==> src/rtl/imptt_pkg.sv <==
package imptt_pkg;

    localparam logic [1:0] ACT_ADD    = 2'd0;
    localparam logic [1:0] ACT_EDIT   = 2'd1;
    localparam logic [1:0] ACT_REMOVE = 2'd2;
    localparam logic [1:0] ACT_EXEC   = 2'd3;

    typedef struct packed {
        logic [1:0]  action;
        logic [15:0] user_id;
        logic [9:0]  task_id;
        logic [31:0] priority_req;
    } req_t;

    typedef struct packed {
        logic        found;
        logic [15:0] served_user;
    } rsp_t;

    typedef struct packed {
        logic        valid;
        logic [15:0] user;
        logic [31:0] prio;
    } entry_t;

    // Commands from the controller to the datapath.
    typedef struct packed {
        logic clear_wr;
        logic load_item;
        logic start_scan;
        logic scan_step;
        logic modify;
        logic finish;
    } cmd_t;

    // Status from the datapath to the controller.
    typedef struct packed {
        logic in_exec;
        logic in_range;
        logic empty;
        logic clear_last;
        logic scan_last;
        logic out_free;
    } sts_t;

endpackage

==> src/rtl/imptt_ctrl.sv <==
module imptt_ctrl (
    input  logic             clk,
    input  logic             rst_n,
    input  logic             req_valid,
    output logic             req_stall,
    input  imptt_pkg::sts_t  sts,
    output imptt_pkg::cmd_t  cmd
);
    import imptt_pkg::*;

    localparam logic [2:0] ST_CLEAR = 3'd0;
    localparam logic [2:0] ST_IDLE  = 3'd1;
    localparam logic [2:0] ST_MOD   = 3'd2;
    localparam logic [2:0] ST_SCAN  = 3'd3;
    localparam logic [2:0] ST_DONE  = 3'd4;

    logic [2:0] state_reg;
    logic [2:0] state_next;

    always_ff @(posedge clk or negedge rst_n)
    begin
        if (!rst_n)
        begin
            state_reg <= ST_CLEAR;
        end
        else
        begin
            state_reg <= state_next;
        end
    end

    assign req_stall = (state_reg != ST_IDLE);

    always_comb
    begin
        cmd        = '0;
        state_next = state_reg;
        case (state_reg)
            ST_CLEAR:
            begin
                cmd.clear_wr = 1'b1;
                if (sts.clear_last)
                begin
                    state_next = ST_IDLE;
                end
            end
            ST_IDLE:
            begin
                if (req_valid)
                begin
                    cmd.load_item = 1'b1;
                    if (sts.in_exec)
                    begin
                        cmd.start_scan = 1'b1;
                        state_next     = sts.empty ? ST_DONE : ST_SCAN;
                    end
                    else if (sts.in_range)
                    begin
                        state_next = ST_MOD;
                    end
                end
            end
            ST_MOD:
            begin
                cmd.modify = 1'b1;
                state_next = ST_IDLE;
            end
            ST_SCAN:
            begin
                cmd.scan_step = 1'b1;
                if (sts.scan_last)
                begin
                    state_next = ST_DONE;
                end
            end
            ST_DONE:
            begin
                if (sts.out_free)
                begin
                    cmd.finish = 1'b1;
                    state_next = ST_IDLE;
                end
            end
            default:
            begin
                state_next = ST_IDLE;
            end
        endcase
    end

endmodule

==> config.mk <==
export PLATFORM = sky130hd
export DESIGN_NAME = imptt_ctrl
export DESIGN_NICKNAME = d
export VERILOG_FILES = /design/src/rtl/imptt_pkg.sv /design/src/rtl/imptt_ctrl.sv
export SDC_FILE = /design/constraint.sdc
export NUM_CORES = 1
export LEC_CHECK = 0
export BUFFER_PORTS_ARGS = -buffer_cell sky130_fd_sc_hd__buf_4
export CAP_MARGIN = 10
export CORE_AREA = 2 2 39 41
export DETAILED_ROUTE_END_ITERATION = 16
export DIE_AREA = 0 0 41 43
export MAX_ROUTING_LAYER = met4
export PLACE_DENSITY = 0.39
export SLEW_MARGIN = 20
export SYNTH_ARGS = -nofsm -noshare
export SYNTH_HDL_FRONTEND = slang
export SYNTH_SLANG_ARGS = --single-unit
==> constraint.sdc <==
create_clock -name clk -period 1.33 [get_ports clk]
set_input_delay 0.3325 -clock clk [delete_from_list [all_inputs] [get_ports clk]]
set_output_delay 0.3325 -clock clk [all_outputs]
set_load 0.02 [all_outputs]
# Yosys cells after proc, flatten, opt, wreduce, memory -nomap -nowiden

Index checks and enable logic that the tools add are counted.

Eq/ne operators: 10
Reductions and logical operators: 2
Multiplexer cells: 16

Operators with widths:

| kind               | count |
|---|---|
| $mux 3             | 7 |
| $pmux 3 s4         | 1 |
| $ne 2x2->1 const B | 4 |
| $eq 3x2->1 const B | 2 |
| $mux 1             | 6 |
| $reduce_and 5->1   | 1 |
| $mux 2             | 2 |
| $eq 3x1->1 const B | 1 |
| $eq 3x3->1 const B | 1 |
| $logic_not 3->1    | 1 |
| $ne 3x1->1 const B | 1 |
| $ne 3x3->1 const B | 1 |

Flip-flop bits (word level): 3
Bits of input ports: 9
Output and inout bits: 7

# Logic depth before layout (Yosys ltp)

Depth in word-level cells: 4
Depth in mapped cells: 4

# Worst setup path before layout

OpenSTA, ideal clock, no wires.

Path type: register -> output
From: reg state_reg[0]
To: out cmd[3] in the netlist's numbering
Buffers on the path: 0
Cell stages (with the launch flop): 4
Setup slack: -162 ps
Required time: 998 ps
Data arrival time: 1159 ps
Cells stage by stage: dfrtp_1 > nor2b_2 > and3_1 > and2_1

RTL lines:

| element                  | RTL line         | RTL |
|---|---|---|
| start: declaration       | imptt_ctrl.sv:17 | `logic [2:0] state_reg;` |
| start signal: assignment | imptt_ctrl.sv:28 | `state_reg <= state_next;` |
| end: declaration         | imptt_ctrl.sv:7  | `output imptt_pkg::cmd_t cmd` |

==> impl_results.md <==
* Antenna cells at 0
* Worst R2R Start: state_reg[2]
* I/O Pins at 16
* Routed length per instance at 10.67 um
* Main synth FF type: dfrtp_1
* Setup Skew at 1.777 ps
* Hold path cells at 3
* Peak supply drop at 0.0006446 V
* R2R cell count at 4
* Synth cell count leaders: dfrtp_1, nand2_1, nand2b_1, nor2b_1, nor3_1
* Die Wd at 41 um
* Fraction of registers with async set/reset at 100.0%
* MaxCap Viol Count at 0
* CTS H-tree depth at 1
* Number of flops mapped to enable cells by yosys at 0
* Area contributors post-synth: dfrtp_1, nand2b_1, nor2b_1
* Peak Freq at 660.3 MHz
* Core area at 1384 sq um
* Yosys reg bits at 3
* HP Class: in -> reg
* I/O Buffers at 15
* Mapped Nets at 41
* DRT Wirelength at 811 um
* # DRC at 0
* Pwr Total at 1043 uW
* CP Capture Type: output port
* Starting Density at 17.54%
* Clk root buf: clkbuf_4
* Initial antenna violation count at 0
* Syn Area/Cell at 7.585 sq um
* Syn Std Cell Area at 242.7 sq um
* Layout area overhead at 122.7%
* Critical Path Source Type: flip-flop
* DR pass1 iterations at 2
* Grt ovf at 0
* Vias per inst at 4.303
* FP Rows at 14
* CTS Buffer Depth at 2
* Hold_sp: sts[1]
* Clk slew on worst S/H paths at 40 ps
* Library cells used by synthesis at 20
* RSZ-0062 raised after global routing: true
* Leakage at 0.0002625 uW
* Finish-stage setup viols at 7
* Slew Limit Fails at 0
* Layout cells sized above 1 at 58.33%
* Die area at 1763 sq um
* Sequential fraction of the synthesis area at 30.93%
* Utilization after layout at 39.06%
* CTS sink count at 3
* DR vias at 327
* Failing checks: setup timing
* Max FO, Critical Path at 3
* Max reg flops at 3
* Hold EP: state_reg[1]
* Area after DPL at 411.6 sq um
* Num CTS Buffers at 3
* Ys Warns at 0
* Clock Latency Late Sink at 230 ps
* Crit path kind: reg -> out
* Detailed Place HPWL at 598.5 um
* Nets at 70
* Status: finished, violations left
* Share of the synthesized area in the top cell type at 30.93%
* GR Util All Layers at 11.04%
* Cells after synthesis at 32
* Power Dens Cells at 1930 nW/um^2
* Worst slew margin at 80.55%
* Worst-margin pin slew at 291.1 ps
* Critical Path RT at 1000 ps
* Period minus WS final at 1515 ps
* Largest area contributor in the netlist: dfrtp_1
* Number of global-route vias before repair at 333
* Worst R2R Setup Slack at 90 ps
* DIE HEIGHT at 43 um
* Final Instance Area at 540.5 sq um
* Largest net degree at the start of global routing at 7
* Final Hold Viols at 0
* DR iter-0 viols at 7
* Critical R2R Capture: state_reg[0]
* CTS tree: yes
* Final Wtd Congestion at 0.7533
* Setup WS post-layout at -184.5 ps
* Arrival @ worst endpoint at 1180 ps
* First-pass GRT wire length at 1283 um
* Final hold slack at 374.2 ps
* Crit share post-route at 113.9%
* ANT nets after route at 0
-- cell families (layout without fill, tap and decap cells) --
| kind of cell | count (synthesis) | count (layout) | synth area share [%] |
|---|---|---|---|
| flip-flops | 3 | 3 | 30.93 |
| AND/OR/NAND/NOR | 19 | 19 | 43.82 |
| AO/OA/AOI/OAI | 8 | 8 | 21.65 |
| buffers and inverters | 2 | 30 | 3.605 |
-- timing repair --
item | 4_1_cts | 5_1_grt
gates resized for setup | 13 | 4
hold buffers | 1 | 0
setup buffers | 4 | 1
hold endpoints to repair | 3 | 0
pin swaps | 3 | 1
endpoints found under the setup margin | 7 | 8
-- per-stage QoR --
stage	cells	setup slack [ps]	setup TNS (ps)
after floorplan	32	-53.26	-106.4
after global placement	67	-9.010	-9.010
after detailed placement	67	-29.23	-29.23
after CTS	76	-197.4	-963.5
after global routing	76	-237.3	-1248
final	76	-184.5	-871.9
-- worst max-delay path, cell delays in order, from the launching register on --
cell and delay (ps):
dfrtp_1 400, nor2b_4 130, and3_4 180, and2_4 130, buf_6 110
-- worst max-delay path by stage --
| stage | cells past startpoint | startpoint | slack, ps | endpoint |
|---|---|---|---|---|
| floorplan | 3 | state_reg[1] | -50 | cmd[1] |
| CTS | 4 | state_reg[2] | -200 | cmd[3] |
| finish | 4 | state_reg[2] | -180 | cmd[3] |
| global placement | 4 | state_reg[0] | -9 | cmd[3] |
| detailed placement | 4 | state_reg[0] | -30 | cmd[3] |
| global route | 4 | state_reg[2] | -240 | cmd[3] |
-- per-layer routing --
layer / track usage (%) / part of all wire (%) / wire length (um)
met5: - / 0 / 0
met3: 3.665 / 6.7 / 54
met1: 11.36 / 42 / 339
met4: 4.000 / 0 / 0
met2: 18.44 / 51 / 417
-- where the power goes --
group	internal, uW	switching (uW)	total, uW
Combinational	398	339	737
Sequential	123	26.4	149
Clock	112	44.1	156
-- placed cells by master (no fill, tap or decap), types with 2 or more instances in the layout --
cell      synthesis  layout
nand2_1           3       2
a21oi_1           2       2
nand2b_1          3       3
nor2_1            2       2
dfrtp_1           3       3
buf_6             0       8
buf_4             0      16
clkbuf_4          0       3
nor2b_1           3       3
-- cell type report --
cell class / count / area (sq um)
Multi-Input combinational cell: 27 / 195.2
Tap cell: 16 / 20.02
Inverter: 1 / 3.754
Timing Repair Buffer: 25 / 220.2
Clock buffer: 4 / 26.28
Fill cell: 156 / 843.3
Sequential cell: 3 / 75.07
Power figures use the tool's default switching activity.
